## src/design/scmd_pkg.sv

```systemverilog
// types and constants of the complex magnitude detection unit
package scmd_pkg;

  // bit width of one component of a complex sample
  localparam int SAMPLE_WIDTH = 16;
  // width of the input and output fields
  localparam int FIELD_W = 17;
  localparam int OUT_W   = 17;
  // sum of squares, padded to an even bit count for the root cells
  localparam int SUMSQ_W = 2 * SAMPLE_WIDTH + 1;
  localparam int RAD_W   = 2 * SAMPLE_WIDTH + 2;
  // one root bit per cell
  localparam int ROOT_W  = SAMPLE_WIDTH + 1;
  localparam int REM_W   = ROOT_W + 1;

  // saturation levels of the complex formats
  localparam logic [ROOT_W-1:0] SAT_U =
    ROOT_W'((64'd1 << SAMPLE_WIDTH) - 64'd1);
  localparam logic [ROOT_W-1:0] SAT_S =
    ROOT_W'((64'd1 << (SAMPLE_WIDTH - 1)) - 64'd1);

  typedef enum logic [1:0] {
    FMT_U8_AMP_PHASE = 2'd0,
    FMT_S8_AMP_PHASE = 2'd1,
    FMT_UINT_COMPLEX = 2'd2,
    FMT_SINT_COMPLEX = 2'd3
  } sample_format_e;

  // control that rides alongside the radicand
  typedef struct packed {
    logic             pass;
    logic [OUT_W-1:0] pass_val;
    logic             sgn;
    logic             force_sat;
  } side_t;

  // state handed from one root cell to the next
  typedef struct packed {
    side_t             side;
    logic [RAD_W-1:0]  rad;
    logic [REM_W-1:0]  rem;
    logic [ROOT_W-1:0] root;
  } cell_t;

endpackage

```

## src/design/scmd_front.sv

```systemverilog
// input stages: field magnitudes, squares and sum of squares
module scmd_front (
  input  logic                             clk_i,
  input  logic                             rst_ni,
  input  logic [1:0]                       sample_format_i,
  input  logic                             valid_i,
  output logic                             ready_o,
  input  logic signed [scmd_pkg::FIELD_W-1:0] in_phase_i,
  input  logic signed [scmd_pkg::FIELD_W-1:0] quadrature_i,
  output logic                             valid_o,
  input  logic                             ready_i,
  output scmd_pkg::cell_t                  data_o
);
  import scmd_pkg::*;

  sample_format_e          fmt;
  logic [SAMPLE_WIDTH-1:0] raw_a, raw_b;
  logic [SAMPLE_WIDTH-1:0] mag_a_d, mag_b_d;
  side_t                   side_d;

  logic                    v1_q, v2_q, v3_q;
  logic                    r1, r2, r3;
  side_t                   side1_q, side2_q, side3_q;
  logic [SAMPLE_WIDTH-1:0] mag_a_q, mag_b_q;
  logic [2*SAMPLE_WIDTH-1:0] sq_a_q, sq_b_q;
  logic [RAD_W-1:0]        rad_q;

  // stall chain, a stage moves when its successor has room
  assign r3      = !v3_q || ready_i;
  assign r2      = !v2_q || r3;
  assign r1      = !v1_q || r2;
  assign ready_o = r1;

  // format decode and field magnitudes
  always_comb begin
    fmt    = sample_format_e'(sample_format_i);
    raw_a  = SAMPLE_WIDTH'(in_phase_i);
    raw_b  = SAMPLE_WIDTH'(quadrature_i);
    side_d = '0;
    mag_a_d = raw_a;
    mag_b_d = raw_b;
    unique case (fmt)
      FMT_U8_AMP_PHASE: begin
        side_d.pass     = 1'b1;
        side_d.pass_val = OUT_W'(in_phase_i[7:0]);
      end
      FMT_S8_AMP_PHASE: begin
        side_d.pass     = 1'b1;
        side_d.pass_val = OUT_W'(signed'(in_phase_i[7:0]));
      end
      FMT_UINT_COMPLEX: begin
        side_d.sgn = 1'b0;
      end
      FMT_SINT_COMPLEX: begin
        side_d.sgn = 1'b1;
        if (raw_a[SAMPLE_WIDTH-1]) mag_a_d = (~raw_a) + SAMPLE_WIDTH'(1);
        if (raw_b[SAMPLE_WIDTH-1]) mag_b_d = (~raw_b) + SAMPLE_WIDTH'(1);
      end
      default: begin
        side_d.pass = 1'b0;
      end
    endcase
    // either field at or past the limit clamps the result
    if (side_d.sgn) begin
      side_d.force_sat = (ROOT_W'(mag_a_d) >= SAT_S) || (ROOT_W'(mag_b_d) >= SAT_S);
    end else begin
      side_d.force_sat = (ROOT_W'(mag_a_d) >= SAT_U) || (ROOT_W'(mag_b_d) >= SAT_U);
    end
  end

  // stage valid bits
  always_ff @(posedge clk_i or negedge rst_ni) begin
    if (!rst_ni) begin
      v1_q <= 1'b0;
      v2_q <= 1'b0;
      v3_q <= 1'b0;
    end else begin
      if (r1) v1_q <= valid_i;
      if (r2) v2_q <= v1_q;
      if (r3) v3_q <= v2_q;
    end
  end

  // stage payloads: magnitudes, squares, sum
  always_ff @(posedge clk_i) begin
    if (r1) begin
      side1_q <= side_d;
      mag_a_q <= mag_a_d;
      mag_b_q <= mag_b_d;
    end
    if (r2) begin
      side2_q <= side1_q;
      sq_a_q  <= (2*SAMPLE_WIDTH)'(mag_a_q) * (2*SAMPLE_WIDTH)'(mag_a_q);
      sq_b_q  <= (2*SAMPLE_WIDTH)'(mag_b_q) * (2*SAMPLE_WIDTH)'(mag_b_q);
    end
    if (r3) begin
      side3_q <= side2_q;
      rad_q   <= RAD_W'(SUMSQ_W'(sq_a_q) + SUMSQ_W'(sq_b_q));
    end
  end

  // seed of the root chain
  always_comb begin
    data_o      = '0;
    data_o.side = side3_q;
    data_o.rad  = rad_q;
  end
  assign valid_o = v3_q;

endmodule

```

## src/design/scmd_root_cell.sv

```systemverilog
// one restoring square root cell, yields one root bit per transaction
module scmd_root_cell (
  input  logic            clk_i,
  input  logic            rst_ni,
  input  logic            valid_i,
  output logic            ready_o,
  input  scmd_pkg::cell_t data_i,
  output logic            valid_o,
  input  logic            ready_i,
  output scmd_pkg::cell_t data_o
);
  import scmd_pkg::*;

  logic [1:0]       pair;
  logic [REM_W+1:0] rem_ext;
  logic [REM_W+1:0] trial;
  cell_t            data_d;
  logic             valid_q;
  cell_t            data_q;

  assign ready_o = !valid_q || ready_i;

  // bring down two radicand bits and try the next root bit
  always_comb begin
    pair    = data_i.rad[RAD_W-1 -: 2];
    rem_ext = {data_i.rem, pair};
    trial   = (REM_W+2)'({data_i.root, 2'b01});
    data_d      = data_i;
    data_d.rad  = data_i.rad << 2;
    if (rem_ext >= trial) begin
      data_d.rem  = REM_W'(rem_ext - trial);
      data_d.root = {data_i.root[ROOT_W-2:0], 1'b1};
    end else begin
      data_d.rem  = REM_W'(rem_ext);
      data_d.root = {data_i.root[ROOT_W-2:0], 1'b0};
    end
  end

  // cell valid
  always_ff @(posedge clk_i or negedge rst_ni) begin
    if (!rst_ni) begin
      valid_q <= 1'b0;
    end else if (ready_o) begin
      valid_q <= valid_i;
    end
  end

  // cell payload
  always_ff @(posedge clk_i) begin
    if (ready_o) begin
      data_q <= data_d;
    end
  end

  assign valid_o = valid_q;
  assign data_o  = data_q;

endmodule

```

## src/design/sar_complex_magnitude_detect_unit.sv

```systemverilog
// top level of the complex magnitude detection unit
//
//   channel   signals                                  direction
//   input     in_valid_i in_ready_o in_phase_i quadrature_i   in
//   output    out_valid_o out_ready_i detected_o       out
//   config    cfg_we_i cfg_wdata_i                     in
//
// one pixel per cycle is sustained while the output is not stalled; stages:
// three input stages, 17 root cells (one per root bit) and the output register
// the root cell chain sets the latency, each cell resolves one root bit
// reset clears all valid bits and sets the format to unsigned complex
// each stage holds on a stall only while its successor is full, so bubbles
// collapse and input is taken while a result waits at the output
module sar_complex_magnitude_detect_unit (
  input  logic                                 clk_i,
  input  logic                                 rst_ni,
  input  logic                                 cfg_we_i,
  input  logic [1:0]                           cfg_wdata_i,
  input  logic                                 in_valid_i,
  output logic                                 in_ready_o,
  input  logic signed [scmd_pkg::FIELD_W-1:0]  in_phase_i,
  input  logic signed [scmd_pkg::FIELD_W-1:0]  quadrature_i,
  output logic                                 out_valid_o,
  input  logic                                 out_ready_i,
  output logic signed [scmd_pkg::OUT_W-1:0]    detected_o
);
  import scmd_pkg::*;

  logic [1:0]        sample_format_q;
  cell_t             chain_data  [ROOT_W+1];
  logic              chain_valid [ROOT_W+1];
  logic              chain_ready [ROOT_W+1];
  cell_t             last;
  logic [ROOT_W-1:0] sat;
  logic [ROOT_W-1:0] mag;
  logic [OUT_W-1:0]  detected_d;
  logic              out_valid_q;
  logic [OUT_W-1:0]  detected_q;
  logic              out_room;

  // format register
  always_ff @(posedge clk_i or negedge rst_ni) begin
    if (!rst_ni) begin
      sample_format_q <= 2'(FMT_UINT_COMPLEX);
    end else if (cfg_we_i) begin
      sample_format_q <= cfg_wdata_i;
    end
  end

  scmd_front u_front (
    .clk_i           (clk_i),
    .rst_ni          (rst_ni),
    .sample_format_i (sample_format_q),
    .valid_i         (in_valid_i),
    .ready_o         (in_ready_o),
    .in_phase_i      (in_phase_i),
    .quadrature_i    (quadrature_i),
    .valid_o         (chain_valid[0]),
    .ready_i         (chain_ready[0]),
    .data_o          (chain_data[0])
  );

  // root cell chain
  for (genvar k = 0; k < ROOT_W; k++) begin : g_cell
    scmd_root_cell u_cell (
      .clk_i   (clk_i),
      .rst_ni  (rst_ni),
      .valid_i (chain_valid[k]),
      .ready_o (chain_ready[k]),
      .data_i  (chain_data[k]),
      .valid_o (chain_valid[k+1]),
      .ready_i (chain_ready[k+1]),
      .data_o  (chain_data[k+1])
    );
  end

  assign out_room            = !out_valid_q || out_ready_i;
  assign chain_ready[ROOT_W] = out_room;

  // clamp or pass through
  always_comb begin
    last = chain_data[ROOT_W];
    sat  = last.side.sgn ? SAT_S : SAT_U;
    if (last.side.force_sat || (last.root > sat)) begin
      mag = sat;
    end else begin
      mag = last.root;
    end
    detected_d = last.side.pass ? last.side.pass_val : OUT_W'(mag);
  end

  // output register
  always_ff @(posedge clk_i or negedge rst_ni) begin
    if (!rst_ni) begin
      out_valid_q <= 1'b0;
    end else if (out_room) begin
      out_valid_q <= chain_valid[ROOT_W];
    end
  end

  always_ff @(posedge clk_i) begin
    if (out_room) begin
      detected_q <= detected_d;
    end
  end

  assign out_valid_o = out_valid_q;
  assign detected_o  = signed'(detected_q);

endmodule

```

## config.mk

```make
export PLATFORM = sky130hd
export DESIGN_NAME = sar_complex_magnitude_detect_unit
export DESIGN_NICKNAME = d
export VERILOG_FILES = /design/src/design/scmd_pkg.sv /design/src/design/scmd_front.sv /design/src/design/scmd_root_cell.sv /design/src/design/sar_complex_magnitude_detect_unit.sv
export SDC_FILE = /design/constraint.sdc
export NUM_CORES = 2
export LEC_CHECK = 0
export BUFFER_PORTS_ARGS = -buffer_cell sky130_fd_sc_hd__buf_2
export CAP_MARGIN = 30
export CORE_MARGIN = 2
export CORE_UTILIZATION = 45
export DETAILED_ROUTE_END_ITERATION = 8
export PLACE_DENSITY = 0.7
export SYNTH_ARGS = -nofsm -noshare
export SYNTH_HDL_FRONTEND = slang
export SYNTH_HIERARCHICAL = 1
export SYNTH_SLANG_ARGS = --single-unit
```

## constraint.sdc

```tcl
create_clock -name clk_i -period 70.9 [get_ports clk_i]
set_input_delay 14.18 -clock clk_i [delete_from_list [all_inputs] [get_ports clk_i]]
set_output_delay 14.18 -clock clk_i [all_outputs]
set_load 0.05 [all_outputs]
```

=== Word-level counts from Yosys, hierarchy flattened ===
Index checks and enable logic that the tools add are counted.
W data, S select, Z words.

* Logic and storage cells: 278
* Output and inout bits: 19
* Register bits after elaboration: 1404
* Bits of input ports: 41

* Reduce and logical (&&, ||, !) cells: 46
* Add/sub/neg operators: 19
* Mux-type cells: 27
* Bitwise logic cells: 2
* Order comparisons: 22
* Multiply operators: 2
* Eq/ne operators: 2

{| class="wikitable"
|+ Operator list
! cell !! count
|-
| $mux W35 || 15
|-
| $ge A20 B19 Y1 || 16
|-
| $sub A18 B18 Y18 || 15
|-
| $mux W16 || 5
|-
| $mul A16 B16 Y32 || 2
|-
| $pmux W18 S2 || 1
|-
| $mux W17 || 2
|-
| $add A32 B32 Y33 || 1
|-
| $add A16 B1 Y16 const B || 2
|-
| $ge A16 B15 Y1 const B || 2
|-
| $ge A16 B16 Y1 const B || 2
|-
| $not A16 Y16 || 2
|-
| $logic_or A1 B1 Y1 || 24
|-
| $logic_not A1 Y1 || 21
|-
| $mux W19 || 1
|-
| $gt A17 B16 Y1 || 1
|-
| $mux W1 || 3
|-
| $sub A2 B1 Y3 const B || 1
|-
| $eq A2 B1 Y1 const B || 1
|-
| $eq A2 B2 Y1 const B || 1
|-
| $ge A2 B1 Y1 const B || 1
|-
| $logic_not A2 Y1 || 1
|}

=== Logic depth before layout (Yosys ltp) ===
* Word-level depth: 22
* Depth in mapped cells: 24
* Gate-level depth less buffers: 23

=== Hierarchy ===
Netlist, hierarchy kept.

{| class="wikitable"
|+ By module, submodules not included
! module !! cells an instance !! instances !! area an instance (µm²)
|-
| scmd_root_cell (g_cell[0].u_cell ...) || 263 || 10 || 3965.1
|-
| scmd_root_cell (g_cell[3].u_cell ...) || 277 || 7 || 3857.4
|-
| scmd_front || 2193 || 1 || 22096.2
|-
| sar_complex_magnitude_detect_unit || 88 || 1 || 989.7
|}

=== Worst setup path after synthesis ===
OpenSTA, ideal clock, no wires.

* Kind: in2out
* Start point: input port out_ready_i
* End point: output port in_ready_o
* Path buffers: 0
* Data required time: 56.720 ns
* Stages: 19
* Arrival time: 55.603 ns
* Path slack: 1.117 ns
* Cells stage by stage: nand2b_1 -> nand2b_1 -> nand2b_1 -> nand2b_1 -> nand2b_1 -> nand2b_1 -> nand2b_1 -> nand2b_1 -> nand2b_1 -> nand2b_1 -> nand2b_1 -> nand2b_1 -> nand2b_1 -> nand2b_1 -> nand2b_1 -> nand2b_1 -> nand2b_1 -> nand2b_1 -> nand4b_1

{| class="wikitable"
|+ RTL lines
! item !! RTL line !! source
|-
| from (decl) || sar_complex_magnitude_detect_unit.sv:24 || <nowiki>input logic out_ready_i,</nowiki>
|-
| to (decl) || sar_complex_magnitude_detect_unit.sv:20 || <nowiki>output logic in_ready_o,</nowiki>
|}

==> metrics.txt <==
initial antenna violation count=2; Gates resized, CTS repair=0; Total Nets Final=7,423; Num CTS Buffers=142; Placeable Area=0.176 mm²; first-pass detailed-route iteration total=6; total track usage=0.174; RSZ-0062 raised after global routing=false; post-CTS setup buffer count=0; clk buf depth=3; total gr overflow=0; worst-margin pin slew=1020 ps; synth-to-layout area growth=9.46%; Post-Syn Area=0.0800 mm²; Syn Area/Cell=12.5 µm²; vias=46,600; Crit path top cell by count=buf_4; CP peak stage delay=890 ps; htree depth=4; status=completed; placed cell area=0.0825 mm²; clk sinks=1,392; Slowest cell on crit path=nand2b_2; minimum clock period after layout=41,720 ps; Final Cycle Share=0.588; commonest cells after routing, fill and taps aside=edfxtp_1, inv_1, ha_1; # IOs=60; GP Congestion=0.873; commonest non-fill, non-tap cell in the layout=edfxtp_1; clock latency on the worst-skew pair=790 ps; Clk pin slew, worst setup/hold paths=60 ps; residual DRC count=0; final instance area=0.0876 mm²; number of DRC markers in iteration 0=2,869; crit path capture type=primary output; die width=426 µm; Die H=426 µm; Crit Path Category=in2out; cell count after synthesis=6,414; Hold Path Class=reg2reg; routed len/inst=17.4 µm; CP arrival=27,540 ps; largest net degree at the start of global routing=84; Crit path required time=56,720 ps; Worst setup SP type=primary input; Initial Utilization=0.454; vias in the first global route=47,800; layout cell share with drive strength beyond 1=0.0993; Final Max Slew Viols=0; Rows=154; worst rel slew slack=0.323; vias per cell=5.21; WL final=156,000 µm; Final Setup Violations=0; Die ar.=0.181 mm²; I/O Buffers=57; Synth warnings=6; CP Max Fanout=81; HPWL after DPL=119,000 µm; root buffer cell=clkbuf_16; max-cap violations=0; CTS tree=yes; Final Hold Fails=0; clk_skew=58.7 ps; Fmax=24.0 MHz; remaining antenna violation count=0; hold_buf cts=0; Setup TNS=0 ps; first-pass GRT wire length=251,000 µm
area by class of cell:
cell class | instances | area [µm²]
clock inverter | 93 | 1260
sequential | 1392 | 41700
inverter | 926 | 3480
timing repair buffer | 91 | 671
antenna | 1 | 2.50
multi-input combinational | 3943 | 33900
clock buffer | 168 | 3690
fill | 15000 | 88700
tap | 2340 | 2930
through the flow:
stage	hold WS (ps)	cells	setup slack (ps)	util
final	379	8954	29180	0.497
after global routing	375	8954	27880	0.497
after CTS	376	8950	27650	0.496
after detailed placement	405	8689	27700	0.468
after global placement	401	8683	27740	0.467
after floorplan	400	6449	8130	-
layer usage:
metal,global-route usage,part of all wire,routed length [µm],up-vias
li1,-,-,-,22800
met1,0.205,0.41,63100,22700
met2,0.315,0.52,81000,909
met3,0.0242,0.034,5220,291
met4,0.0735,0.041,6320,0
met5,0,0,0,-
sequential cells by signal (all words and copies together), names as in the netlist:
| register | flops |
|---|---|
| g_cell.u_cell/data_o | 1189 |
| u_front/rad_q | 33 |
| u_front/sq_a_q | 31 |
| u_front/sq_b_q | 31 |
| detected_o | 17 |
| g_cell.u_cell/valid_o | 17 |
| u_front/mag_a_q | 16 |
| u_front/mag_b_q | 16 |
| u_front/data_o | 12 |
| u_front/side1_q | 12 |
| u_front/side2_q | 12 |
| sample_format_q | 2 |
| out_valid_o | 1 |
| u_front/v1_q | 1 |
| u_front/v2_q | 1 |
| u_front/valid_o | 1 |
path summary, 6_finish.rpt:
| kind | slack (ps) | endpoint | cells after the start | startpoint |
|---|---|---|---|---|
| worst max-delay path | 29180 | in_ready_o | 35 | out_ready_i |
| worst min-delay path | 380 | g_cell[2].u_cell/data_o[76] | 0 | g_cell[1].u_cell/data_o[76] |
| worst max register to register | 56780 | u_front/rad_q[17] | 34 | out_valid_o |
| worst min register to register | 380 | g_cell[2].u_cell/data_o[76] | 0 | g_cell[1].u_cell/data_o[76] |
| max in group asynchronous | 56780 | u_front/v1_q | 1 | rst_ni |
| min in group asynchronous | 13480 | out_valid_o | 1 | rst_ni |
worst max-delay path, delay by kind of cell:
family,cells,cell delay [ps]
buffers and inverters,16,7910
and+or+nand+nor,19,5160
Power is not shown: default switching activity piles up to over one toggle a cycle in this logic, so the estimate is an artifact.
